[src/mfd_pkg.sv]
package mfd_pkg;

  // Frame geometry
  localparam int FRAME_BYTES_DEF = 11;
  localparam int STORE_DEPTH     = 9;
  localparam int POS_W           = 4;
  localparam int QUEUE_DEPTH_DEF = 2;

  // Byte positions inside a frame
  localparam int RANGE_POS = 5;
  localparam int FUNC_POS  = 6;
  localparam int SIGN_POS  = 8;

  localparam logic [7:0] ASCII_BASE = 8'h30;

  // Function bytes
  localparam logic [7:0] FN_DCV   = 8'h31;
  localparam logic [7:0] FN_ACV   = 8'h32;
  localparam logic [7:0] FN_MV    = 8'h33;
  localparam logic [7:0] FN_OHM   = 8'h34;
  localparam logic [7:0] FN_CAP   = 8'h35;
  localparam logic [7:0] FN_DEGC  = 8'h36;
  localparam logic [7:0] FN_UA    = 8'h37;
  localparam logic [7:0] FN_MA    = 8'h38;
  localparam logic [7:0] FN_AMP   = 8'h39;
  localparam logic [7:0] FN_BEEP  = 8'h3A;
  localparam logic [7:0] FN_DIODE = 8'h3B;
  localparam logic [7:0] FN_FREQ  = 8'h3C;
  localparam logic [7:0] FN_DEGF  = 8'h3D;

  // Marker bytes
  localparam logic [7:0] SIGN_NEG4  = 8'h34;
  localparam logic [7:0] SIGN_NEG5  = 8'h35;
  localparam logic [7:0] OPEN_MARK  = 8'h3A;
  localparam logic [7:0] DIGIT_MAX  = 8'h39;
  localparam logic [7:0] RANGE_ZERO = 8'h30;
  localparam logic [7:0] RANGE_LAST = 8'h37;

  typedef enum logic [4:0] {
    U_NONE = 5'd0,  U_V    = 5'd1,  U_MV   = 5'd2,  U_OHM = 5'd3,
    U_KOHM = 5'd4,  U_MOHM = 5'd5,  U_NF   = 5'd6,  U_UF  = 5'd7,
    U_MF   = 5'd8,  U_C    = 5'd9,  U_F    = 5'd10, U_UA  = 5'd11,
    U_MA   = 5'd12, U_A    = 5'd13, U_HZ   = 5'd14, U_KHZ = 5'd15,
    U_MHZ  = 5'd16
  } unit_t;

  typedef enum logic [2:0] {
    ST_VALUE    = 3'd0,
    ST_OOR      = 3'd1,
    ST_OPEN     = 3'd2,
    ST_HIGHR    = 3'd3,
    ST_BADRANGE = 3'd4,
    ST_UNKNOWN  = 3'd5
  } status_t;

  // Bytes of a complete frame that the decoder needs
  typedef struct packed {
    logic [4:0][7:0] digit_bytes;
    logic [7:0]      range_byte;
    logic [7:0]      func_byte;
    logic [7:0]      sign_byte;
  } frame_t;

  typedef struct packed {
    logic [2:0] digits;
    unit_t      unit;
  } fmt_t;

  typedef struct packed {
    logic [4:0][3:0] digit;
    logic [2:0]      integer_digits;
    logic            negative;
    unit_t           unit_code;
    status_t         status;
    logic [3:0]      function_code;
  } result_t;

  // Range format tables; digits of zero marks an undefined range
  function automatic fmt_t volts_fmt(input logic [2:0] r);
    fmt_t f;
    case (r)
      3'd1:    f = '{3'd1, U_V};
      3'd2:    f = '{3'd2, U_V};
      3'd3:    f = '{3'd3, U_V};
      3'd4:    f = '{3'd4, U_V};
      default: f = '{3'd0, U_NONE};
    endcase
    return f;
  endfunction

  function automatic fmt_t ohms_fmt(input logic [2:0] r);
    fmt_t f;
    case (r)
      3'd1:    f = '{3'd3, U_OHM};
      3'd2:    f = '{3'd1, U_KOHM};
      3'd3:    f = '{3'd2, U_KOHM};
      3'd4:    f = '{3'd3, U_KOHM};
      3'd5:    f = '{3'd1, U_MOHM};
      3'd6:    f = '{3'd2, U_MOHM};
      default: f = '{3'd0, U_NONE};
    endcase
    return f;
  endfunction

  function automatic fmt_t cap_fmt(input logic [2:0] r);
    fmt_t f;
    case (r)
      3'd1:    f = '{3'd2, U_NF};
      3'd2:    f = '{3'd3, U_NF};
      3'd3:    f = '{3'd1, U_UF};
      3'd4:    f = '{3'd2, U_UF};
      3'd5:    f = '{3'd3, U_UF};
      3'd6:    f = '{3'd1, U_MF};
      default: f = '{3'd0, U_NONE};
    endcase
    return f;
  endfunction

  function automatic fmt_t ua_fmt(input logic [2:0] r);
    fmt_t f;
    case (r)
      3'd0:    f = '{3'd3, U_UA};
      3'd1:    f = '{3'd4, U_UA};
      default: f = '{3'd0, U_NONE};
    endcase
    return f;
  endfunction

  function automatic fmt_t ma_fmt(input logic [2:0] r);
    fmt_t f;
    case (r)
      3'd0:    f = '{3'd2, U_MA};
      3'd1:    f = '{3'd3, U_MA};
      default: f = '{3'd0, U_NONE};
    endcase
    return f;
  endfunction

  function automatic fmt_t freq_fmt(input logic [2:0] r);
    fmt_t f;
    case (r)
      3'd0:    f = '{3'd2, U_HZ};
      3'd1:    f = '{3'd3, U_HZ};
      3'd2:    f = '{3'd1, U_KHZ};
      3'd3:    f = '{3'd2, U_KHZ};
      3'd4:    f = '{3'd3, U_KHZ};
      3'd5:    f = '{3'd1, U_MHZ};
      3'd6:    f = '{3'd2, U_MHZ};
      default: f = '{3'd3, U_MHZ};
    endcase
    return f;
  endfunction

endpackage

[src/mfd_front.sv]
module mfd_front #(
  parameter int FRAME_BYTES = mfd_pkg::FRAME_BYTES_DEF
) (
  input  logic            clk,
  input  logic            rst,
  input  logic            byte_valid,
  input  logic [7:0]      rx_byte,
  input  logic            frame_start,
  output logic            frame_valid,
  output mfd_pkg::frame_t frame
);
  import mfd_pkg::*;

  localparam logic [POS_W-1:0] LAST_POS  = POS_W'(FRAME_BYTES - 1);
  localparam logic [POS_W-1:0] STORE_END = POS_W'(STORE_DEPTH);
  localparam logic [POS_W-1:0] SIGN_IDX  = POS_W'(SIGN_POS);

  logic [POS_W-1:0] byte_position;
  logic [POS_W-1:0] pos;
  logic [7:0]       frame_store [STORE_DEPTH];
  logic             last_byte;

  // frame_start restarts the position before the byte is placed
  assign pos       = frame_start ? '0 : byte_position;
  assign last_byte = (pos >= LAST_POS);

  always_ff @(posedge clk) begin
    if (rst) begin
      byte_position <= '0;
    end else if (byte_valid) begin
      byte_position <= last_byte ? '0 : pos + 1'b1;
    end
  end

  always_ff @(posedge clk) begin
    if (byte_valid && (pos < STORE_END)) begin
      frame_store[pos[$clog2(STORE_DEPTH)-1:0]] <= rx_byte;
    end
  end

  // Sign byte may be the one arriving now on a nine-byte frame
  always_comb begin
    for (int i = 0; i < 5; i++) begin
      frame.digit_bytes[i] = frame_store[i];
    end
    frame.range_byte = frame_store[RANGE_POS];
    frame.func_byte  = frame_store[FUNC_POS];
    frame.sign_byte  = (pos == SIGN_IDX) ? rx_byte : frame_store[SIGN_POS];
  end

  assign frame_valid = byte_valid && last_byte;

endmodule

[src/mfd_queue.sv]
module mfd_queue #(
  parameter int DEPTH = mfd_pkg::QUEUE_DEPTH_DEF
) (
  input  logic            clk,
  input  logic            rst,
  input  logic            push,
  input  mfd_pkg::frame_t data_in,
  output logic            full,
  input  logic            pop,
  output logic            valid,
  output mfd_pkg::frame_t data_out
);
  import mfd_pkg::*;

  localparam int PTR_W = $clog2(DEPTH);
  localparam int CNT_W = $clog2(DEPTH + 1);
  localparam logic [PTR_W-1:0] PTR_LAST = PTR_W'(DEPTH - 1);
  localparam logic [CNT_W-1:0] CNT_FULL = CNT_W'(DEPTH);

  frame_t           mem [DEPTH];
  logic [PTR_W-1:0] wr_ptr;
  logic [PTR_W-1:0] rd_ptr;
  logic [CNT_W-1:0] count;
  logic             do_push;
  logic             do_pop;

  assign full     = (count == CNT_FULL);
  assign valid    = (count != '0);
  assign do_push  = push && !full;
  assign do_pop   = pop && valid;
  assign data_out = mem[rd_ptr];

  always_ff @(posedge clk) begin
    if (do_push) begin
      mem[wr_ptr] <= data_in;
    end
  end

  always_ff @(posedge clk) begin
    if (rst) begin
      wr_ptr <= '0;
      rd_ptr <= '0;
      count  <= '0;
    end else begin
      if (do_push) begin
        wr_ptr <= (wr_ptr == PTR_LAST) ? '0 : wr_ptr + 1'b1;
      end
      if (do_pop) begin
        rd_ptr <= (rd_ptr == PTR_LAST) ? '0 : rd_ptr + 1'b1;
      end
      case ({do_push, do_pop})
        2'b10:   count <= count + 1'b1;
        2'b01:   count <= count - 1'b1;
        default: count <= count;
      endcase
    end
  end

endmodule

[src/mfd_back.sv]
module mfd_back (
  input  logic             clk,
  input  logic             rst,
  input  logic             frame_valid,
  input  mfd_pkg::frame_t  frame,
  output logic             frame_take,
  output logic             res_valid,
  input  logic             res_take,
  output mfd_pkg::result_t res
);
  import mfd_pkg::*;

  result_t    dec;
  fmt_t       fmt;
  logic [7:0] rng;
  logic [7:0] fn;
  logic [7:0] sgn;
  logic [7:0] b0;
  logic [7:0] fn_off;
  logic [7:0] dig_off [5];
  logic [2:0] r;
  logic       rng_ok;
  logic       oor;
  logic       open_ckt;
  logic       sign4;
  logic       neg;
  logic [2:0] digits;
  unit_t      unit;
  status_t    status;

  assign rng      = frame.range_byte;
  assign fn       = frame.func_byte;
  assign sgn      = frame.sign_byte;
  assign b0       = frame.digit_bytes[0];
  assign r        = rng[2:0];
  assign rng_ok   = (rng >= RANGE_ZERO) && (rng <= RANGE_LAST);
  assign oor      = (b0 > DIGIT_MAX);
  assign open_ckt = (b0 == OPEN_MARK);
  assign sign4    = (sgn == SIGN_NEG4);
  assign fn_off   = fn - ASCII_BASE;

  always_comb begin
    digits = 3'd0;
    neg    = 1'b0;
    unit   = U_NONE;
    status = ST_VALUE;
    fmt    = '{3'd0, U_NONE};
    case (fn)
      FN_DCV, FN_ACV: begin
        fmt = volts_fmt(r);
        if (rng_ok && fmt.digits != 3'd0) begin
          digits = fmt.digits;
          unit   = fmt.unit;
          neg    = (fn == FN_DCV) && (sgn == SIGN_NEG5);
        end else begin
          status = ST_BADRANGE;
        end
      end
      FN_MV: begin
        digits = 3'd3;
        unit   = U_MV;
        neg    = sign4;
      end
      FN_OHM, FN_CAP: begin
        fmt = (fn == FN_OHM) ? ohms_fmt(r) : cap_fmt(r);
        if (oor) begin
          status = ST_OOR;
        end else if (rng_ok && fmt.digits != 3'd0) begin
          digits = fmt.digits;
          unit   = fmt.unit;
        end else begin
          status = ST_BADRANGE;
        end
      end
      FN_DEGC, FN_DEGF: begin
        unit = (fn == FN_DEGC) ? U_C : U_F;
        if (oor) begin
          status = ST_OOR;
        end else begin
          digits = 3'd4;
        end
      end
      FN_UA, FN_MA: begin
        fmt = (fn == FN_UA) ? ua_fmt(r) : ma_fmt(r);
        if (rng_ok && fmt.digits != 3'd0) begin
          digits = fmt.digits;
          unit   = fmt.unit;
          neg    = sign4;
        end else begin
          status = ST_BADRANGE;
        end
      end
      FN_AMP: begin
        digits = 3'd2;
        unit   = U_A;
        neg    = sign4;
      end
      FN_BEEP: begin
        if (open_ckt) begin
          status = ST_OPEN;
        end else if (rng == RANGE_ZERO) begin
          digits = 3'd3;
          unit   = U_OHM;
        end else begin
          status = ST_HIGHR;
        end
      end
      FN_DIODE: begin
        if (open_ckt) begin
          status = ST_OPEN;
        end else begin
          digits = 3'd1;
          unit   = U_MV;
        end
      end
      FN_FREQ: begin
        fmt = freq_fmt(r);
        if (rng_ok) begin
          digits = fmt.digits;
          unit   = fmt.unit;
        end else begin
          status = ST_BADRANGE;
        end
      end
      default: begin
        status = ST_UNKNOWN;
      end
    endcase
  end

  always_comb begin
    for (int i = 0; i < 5; i++) begin
      dig_off[i]   = frame.digit_bytes[i] - ASCII_BASE;
      dec.digit[i] = dig_off[i][3:0];
    end
    dec.integer_digits = (status == ST_VALUE) ? digits : 3'd0;
    dec.negative       = (status == ST_VALUE) && neg;
    dec.unit_code      = unit;
    dec.status         = status;
    dec.function_code  = fn_off[3:0];
  end

  // Output register refills in the same cycle it is drained
  assign frame_take = frame_valid && (!res_valid || res_take);

  always_ff @(posedge clk) begin
    if (rst) begin
      res_valid <= 1'b0;
    end else if (frame_take) begin
      res_valid <= 1'b1;
    end else if (res_take) begin
      res_valid <= 1'b0;
    end
  end

  always_ff @(posedge clk) begin
    if (frame_take) begin
      res <= dec;
    end
  end

endmodule

[src/multimeter_frame_decoder.sv]
// Multimeter frame decoder. Bytes of a fixed-length ASCII frame (FRAME_BYTES
// long, 9..16) are pushed one per transfer; frame_start on a byte restarts
// the frame at position 0 and drops any partial frame. The last byte of a
// frame produces one result: five display digits, the number of integer
// digits, sign, unit code, status and function code. Other bytes produce
// nothing. Rate: one byte per cycle while full is low. A completed frame
// enters a frame queue (QUEUE_DEPTH entries) in the cycle its last byte is
// taken; the decoder drains one frame per cycle into a single result
// register while it is empty or being popped, so full rises only when
// results are not popped and the queue fills. Frames pass the queue, then
// the result register. Status codes other than zero force integer_digits
// and negative to zero; the digit fields always carry the frame's digits.
module multimeter_frame_decoder #(
  parameter int FRAME_BYTES = mfd_pkg::FRAME_BYTES_DEF,
  parameter int QUEUE_DEPTH = mfd_pkg::QUEUE_DEPTH_DEF
) (
  input  logic       clk,
  input  logic       rst,
  // byte input
  input  logic       push,
  output logic       full,
  input  logic [7:0] rx_byte,
  input  logic       frame_start,
  // result output
  output logic       empty,
  input  logic       pop,
  output logic [3:0] digit_a,
  output logic [3:0] digit_b,
  output logic [3:0] digit_c,
  output logic [3:0] digit_d,
  output logic [3:0] digit_e,
  output logic [2:0] integer_digits,
  output logic       negative,
  output logic [4:0] unit_code,
  output logic [2:0] status,
  output logic [3:0] function_code
);
  import mfd_pkg::*;

  logic    byte_in;      // byte transfer this cycle
  logic    f_valid;      // front completed a frame
  frame_t  f_frame;
  logic    q_full;
  logic    q_valid;
  frame_t  q_frame;
  logic    q_take;       // decoder takes the head frame
  logic    r_valid;
  logic    r_take;
  result_t r_data;

  assign full    = q_full;
  assign byte_in = push && !q_full;

  // Front: byte position and frame store
  mfd_front #(
    .FRAME_BYTES(FRAME_BYTES)
  ) u_front (
    .clk         (clk),
    .rst         (rst),
    .byte_valid  (byte_in),
    .rx_byte     (rx_byte),
    .frame_start (frame_start),
    .frame_valid (f_valid),
    .frame       (f_frame)
  );

  // Frame queue decouples collection from decode
  mfd_queue #(
    .DEPTH(QUEUE_DEPTH)
  ) u_queue (
    .clk      (clk),
    .rst      (rst),
    .push     (f_valid),
    .data_in  (f_frame),
    .full     (q_full),
    .pop      (q_take),
    .valid    (q_valid),
    .data_out (q_frame)
  );

  // Back: decode and result register
  mfd_back u_back (
    .clk         (clk),
    .rst         (rst),
    .frame_valid (q_valid),
    .frame       (q_frame),
    .frame_take  (q_take),
    .res_valid   (r_valid),
    .res_take    (r_take),
    .res         (r_data)
  );

  assign empty  = !r_valid;
  assign r_take = pop && r_valid;

  assign digit_a        = r_data.digit[0];
  assign digit_b        = r_data.digit[1];
  assign digit_c        = r_data.digit[2];
  assign digit_d        = r_data.digit[3];
  assign digit_e        = r_data.digit[4];
  assign integer_digits = r_data.integer_digits;
  assign negative       = r_data.negative;
  assign unit_code      = r_data.unit_code;
  assign status         = r_data.status;
  assign function_code  = r_data.function_code;

`ifndef SYNTH
  // Nothing waits on the result side right after reset
  a_reset_empty: assert property (@(posedge clk) rst |=> empty)
    else $error("result pending after reset");

  // A frame pushed into the queue is visible to the decoder next cycle
  a_queue_holds: assert property (@(posedge clk) disable iff (rst)
    f_valid |=> q_valid)
    else $error("completed frame lost in queue");

  // Popping the only result with no frame queued leaves the output empty
  a_drain: assert property (@(posedge clk) disable iff (rst)
    (pop && !empty && !q_valid) |=> empty)
    else $error("result repeated after transfer");

  // A queued frame always moves on when the result register is free
  a_no_stall: assert property (@(posedge clk) disable iff (rst)
    (q_valid && empty) |=> !empty)
    else $error("decoder stalled with free result register");
`endif

endmodule
[config.mk]
export PLATFORM = sky130hd
export DESIGN_NAME = multimeter_frame_decoder
export DESIGN_NICKNAME = d
export VERILOG_FILES = /design/src/mfd_pkg.sv /design/src/mfd_front.sv /design/src/mfd_queue.sv /design/src/mfd_back.sv /design/src/multimeter_frame_decoder.sv
export SDC_FILE = /design/constraint.sdc
export NUM_CORES = 1
export LEC_CHECK = 0
export BUFFER_PORTS_ARGS = -buffer_cell sky130_fd_sc_hd__buf_4
export CAP_MARGIN = 10
export CORE_ASPECT_RATIO = 1.1
export CORE_UTILIZATION = 35
export CTS_BUF_LIST = sky130_fd_sc_hd__clkbuf_4 sky130_fd_sc_hd__clkbuf_8 sky130_fd_sc_hd__clkbuf_16
export DETAILED_ROUTE_END_ITERATION = 16
export GPL_TIMING_DRIVEN = 0
export HOLD_SLACK_MARGIN = 0.12
export SLEW_MARGIN = 10
export SYNTH_ARGS = -nofsm -noshare
export SYNTH_HDL_FRONTEND = slang
export SYNTH_HIERARCHICAL = 1
export SYNTH_SLANG_ARGS = --single-unit
[constraint.sdc]
create_clock -name clk -period 5.8 [get_ports clk]
set_input_delay 1.74 -clock clk [delete_from_list [all_inputs] [get_ports clk]]
set_output_delay 1.74 -clock clk [all_outputs]
set_load 0.005 [all_outputs]
# == Word level (Yosys, flattened, before mapping) ==
# Memories as Yosys holds them, arrays and structs flattened. A register that Yosys moved wholly into a read port is not among the register bits.
# Cells that the tools add are included.
# classes
n_mux,60
n_addsub,11
n_lt_le_gt_ge,5
eq_ne,27
n_reduce_logical,29
# ops
operator,count
"8-bit by 6-bit equality test with 1-bit output, second input constant",17
7-bit one-hot mux with 6 select lines,2
8-bit 2-to-1 mux,8
7-bit one-hot mux with 7 select lines,1
5-bit one-hot mux with 9 select lines,1
3-bit 2-to-1 mux,12
8-bit one-hot mux with 4 select lines,1
5-bit 2-to-1 mux,6
3-bit one-hot mux with 9 select lines,1
3-bit one-hot mux with 8 select lines,1
"4-bit by 1-bit subtractor with 4-bit output, second input constant",6
8-bit one-hot mux with 2 select lines,1
1-bit 2-to-1 mux,14
2-bit 2-to-1 mux,7
7-bit one-hot mux with 2 select lines,1
1-bit logical AND,13
2-bit OR reduction,5
"3-bit equality test, second input constant",3
3-bit nonzero test,3
"8-bit by 6-bit greater-or-equal comparator with 1-bit output, second input constant",1
"8-bit by 6-bit > comparator with 1-bit output, second input constant",1
"8-bit by 6-bit less-or-equal comparator with 1-bit output, second input constant",1
4-bit 2-to-1 mux,2
"3-bit by 2-bit equality test with 1-bit output, second input constant",2
other kinds (16),22
# totals
out_inout_bits,38
word_cells,149
reg_bits,45
ramBits,200
memories,2
# mem_list
memory,words,width,rd,rd_ports_with_merged_regs,wr,line,rtl
u_queue.mem,2,64,1,1,1,mfd_queue.sv:20,frame_t mem [DEPTH];
u_front.frame_store,9,8,8,0,1,mfd_front.sv:20,logic [7:0] frame_store [STORE_DEPTH];

# == Longest topological paths before layout ==
# logic_depth
ltp_word,11
depth_mapped,11
mapped_depth_nobuf,10

# == Cells and area by module ==
# Netlist, hierarchy kept.
# modules_own_cells
mod,instances,cells_each,area_per_inst_um2,seq_area_each_um2
mfd_queue,1,225,4825.9,3943.8
mfd_front,1,114,2408.6,2001.9
mfd_back,1,212,2203.4,1101.1
multimeter_frame_decoder,1,3,18.8,0.0

# == Worst setup path before layout ==
# No wires, ideal clock.
# synth_timing
path_kind,in2reg
startpoint,input pop
endpoint,register u_queue.count[1]
arrival_ns,5.680
path_stages,7
slack_ns,0.050
setup_time_ns,0.070
path_buffers,0
cell_sequence,and2_1 > inv_1 > a21boi_0 > o21a_1 > ha_1 > or3_1 > a21oi_1
# synth_via
elab_chain_len,6
word_cells_on_any_way,8
cone_classes,eq/ne (2); mux (1); reduce/logical (5)
# synth_rtl
item,line,rtl
"start, declared",multimeter_frame_decoder.sv:26,"input logic pop,"
1-bit logical AND *,multimeter_frame_decoder.sv:94,assign r_take = pop && r_valid;
1-bit logical OR *,mfd_back.sv:144,assign frame_take = frame_valid && (!res_valid || res_take);
1-bit logical AND *,mfd_back.sv:144,
via q_take,multimeter_frame_decoder.sv:46,logic q_take;
1-bit logical AND *,mfd_queue.sv:30,assign do_pop = pop && valid;
via u_queue.do_pop,mfd_queue.sv:25,logic do_pop;
2-bit by 1-bit equality test with 1-bit output or 2-bit equality test (tied branches),mfd_queue.sv:51,"case ({do_push, do_pop})"
2-bit one-hot mux with 2 select lines or 2-bit nonzero test (tied branches),--,
"end signal, assigned",mfd_queue.sv:52,2'b10: count <= count + 1'b1;
"end signal, assigned",mfd_queue.sv:53,2'b01: count <= count - 1'b1;
"end signal, assigned",mfd_queue.sv:54,default: count <= count;
"end, declared",mfd_queue.sv:23,logic [CNT_W-1:0] count;
# Mark *: on every way through the listed nets, which the timed path passes. The rest lies on a longest branch.
# A chain may end at the register's enable or synchronous reset.

# == Final worst setup path ==
# layout_timing
startpoint,input frame_start
endpoint,"memory u_queue/mem[0][20] (netlist name), enable pin"
# layout_via
elab_chain_len,6
# layout_rtl
item,line,rtl
"start, declared",multimeter_frame_decoder.sv:23,"input logic frame_start,"
4-bit 2-to-1 mux,mfd_front.sv:24,assign pos = frame_start ? '0 : byte_position;
4-bit greater-or-equal comparator,mfd_front.sv:25,assign last_byte = (pos >= LAST_POS);
1-bit logical AND,mfd_front.sv:51,assign frame_valid = byte_valid && last_byte;
via f_valid,multimeter_frame_decoder.sv:41,logic f_valid;
1-bit logical AND,mfd_queue.sv:29,assign do_push = push && !full;
1-bit 2-to-1 mux,mfd_queue.sv:34,if (do_push) begin
1-bit 2-to-1 mux (implied by the code),mfd_queue.sv:35,mem[wr_ptr] <= data_in;
"end, declared",mfd_queue.sv:20,
# The timed path passes the listed nets, and every way through them passes these cells.

==> results_dict.tcl <==
set metrics [dict create \
    status "completed" \
    setup_viol 0 \
    p_leak_uw 0.003094 \
    nets 579 \
    crit_family "buffers and inverters" \
    whs_ns 0.4459 \
    synth_area_mm2 0.007835 \
    cp.arrival_ns 4.00 \
    layout.cells.non_filler 870 \
    cts.htree.levels 4 \
    clk_pin_slew_ns 0.07 \
    ys.warnings.count 6 \
    skew_ns 0.01118 \
    hold_viol 0 \
    ctsResizeCount 0 \
    dieArea_mm2 0.02299 \
    end_kind "flip-flop" \
    worstSetupEndpoint "u_queue/mem[0][20]$_DFFE_PP_" \
    regToRegEndpoint "u_back/res[10]$_DFFE_PP_" \
    via_per_inst 5.060 \
    vias 4402 \
    io_pins 51 \
    cts_buffer_depth 2 \
    relSlewSlack 0.4290 \
    wirelength_um 15650 \
    grt_pass1_vias 4416 \
    wl_met2_um 7641 \
    maxUsedRoutingLayer "met4" \
    placementRows 57 \
    firstDrtPassIters 5 \
    timing.fmax_mhz 258.4 \
    tightestPinTransition_ns 0.8565 \
    cts_root_buf "clkbuf_16" \
    crit_path_start_kind "input pin" \
    critPathRequiredTime_ns 5.93 \
    num_antenna_cells 0 \
    min_path_type "flip-flop to flip-flop" \
    period_needed_ns 3.870 \
    slowest_delay_ns 0.48 \
    power_density_mw_per_mm2 292.4 \
    die_h_um 158.9 \
    r2r_cells 9 \
    core_area_mm2 0.02204 \
    clock_latency_ns 0.43 \
    synthCells 490 \
    cts_hold_buf 0 \
    dp.cells 838 \
    fp.dieW_um 144.7 \
    rsz0062_at_grt "no" \
    clock-sinks 190 \
    gp_congestion 0.8549 \
    route.met3.wl_um 682 \
    layout-drive-gt1-share 0.3113 \
    cp_slowest_cell "inv_2" \
    synth_nets 507 \
    cp.buffers_inverters 5 \
    cts_buffers 17 \
    path_max_fanout 25 \
    drt-initial-drc-count 386 \
    drv_slew 0 \
    grt_antenna_before_repair 0 \
    vdd_ir_drop_max_v 0.0002097 \
    wl_per_cell_um 17.99 \
    area_growth_pct 18.38 \
    gr-total-overflow 0 \
    port_buffers 50 \
    syn_avg_cell_area_um2 15.99 \
    drc 0 \
    antenna_left 0 \
    initial_utilization 0.3555 \
    regToRegSetupSlack_ns 2.70 \
    cpMostUsedCell "inv_1" \
    critPathLaunch "frame_start" \
    holdPathStages 0 \
    grt_max_degree 27 \
    wl_met1_um 6853 \
    dp_hpwl_um 10740 \
    cp.depth 10 \
    min_period_over_period 0.6673 \
    grt_pass1_wl_um 23890 \
    grt_use_total 0.1419 \
    path_cells "buf_4, inv_1, nand2_1, ha_1, nor3_2, nor3b_2, inv_1, or3_1, inv_2, buf_16" \
    cts_setup_buffers 0 \
    cts_tree "built" \
    drv_cap 0 \
    utilization 0.4209 \
    critPathKind "input pin to flip-flop" \
]
==> worst reg2reg max path, delay by kind of cell (launching register included) <==
family | cells | cell delay, ns
AOI/OAI and AO/OA | 3 | 0.81
buffers and inverters | 3 | 0.66
DFF | 1 | 0.31
muxes | 1 | 0.37
and+or+nand+nor | 2 | 0.79
==> where the power goes <==
part	leakage [µW]	total (µW)	internal [µW]	switching (µW)
Combinational	0.00110	32.6	11.0	21.6
Clock	0.000285	1180	656	526
Sequential	0.00171	1500	1490	5.05
Total	0.00309	2710	2160	553
==> worst min-delay path by stage <==
stage                                   startpoint  slack [ns]                            to
3_3_place_gp   u_front/frame_store[2][2]$_DFFE_PP_        0.42  u_queue/mem[1][42]$_DFFE_PP_
4_1_cts        u_front/frame_store[4][1]$_DFFE_PP_        0.45  u_queue/mem[1][57]$_DFFE_PP_
2_1_floorplan  u_front/frame_store[6][2]$_DFFE_PP_        0.42  u_queue/mem[0][10]$_DFFE_PP_
5_1_grt        u_front/frame_store[6][1]$_DFFE_PP_        0.46   u_queue/mem[0][9]$_DFFE_PP_
6_report       u_front/frame_store[6][7]$_DFFE_PP_        0.45  u_queue/mem[0][15]$_DFFE_PP_
3_5_place_dp   u_front/frame_store[4][1]$_DFFE_PP_        0.43  u_queue/mem[1][57]$_DFFE_PP_
==> registers in the layout, summed over array words and instances (netlist names), named ones only <==
register and cells:
u_queue/mem 96, u_front/frame_store 48, u_back/res 36, u_front/byte_position 4, u_queue/count 2, u_back/res_valid 1, u_queue/rd_ptr 1, u_queue/wr_ptr 1
==> metal layers <==
layer  up-vias  track usage
met4         0      0.06699
met5         -            0
li1       2063            -
met1      2165       0.1799
met3        33      0.03468
met2       141       0.2264
==> placed cells by master (no fill, tap or decap), types with 4 or more instances in the layout <==
master      instances
buf_4              50
nor2b_1             4
nand3_1            13
clkbuf_1            9
nor3_1              6
edfxtp_1          180
clkbuf_16          17
and2_1              6
nand4_1             5
clkinvlp_4          4
mux2_2             48
dfxtp_1            10
inv_1              11
nor2_1             28
o2111ai_1           4
nor4_1              7
ha_1                4
nand2b_1            5
o21ai_0            14
a21oi_1            15
or3_1               5
mux2_4              8
nand2_1            13
buf_2              13
==> through the flow <==
step	setup slack (ns)	instance area [µm²]	setup TNS [ns]	power, µW
2_1_floorplan	0.04980	7835	0	1538
3_3_place_gp	-1.340	8579	-27.53	1559
3_5_place_dp	1.459	8667	0	1562
4_1_cts	1.913	9275	0	2739
5_1_grt	1.706	9275	0	2795
6_report	1.930	9275	0	2712
==> layout make-up <==
cell class	instances	area, µm²
Timing Repair Buffer	53	450.4
Sequential cell	190	5605
Clock inverter	14	175.2
Tap cell	295	369.1
Buffer	24	113.9
Fill cell	1963	12760
Inverter	14	52.55
Clock buffer	18	432.9
Multi-Input combinational cell	262	2076
(Power assumes the default switching activity.)
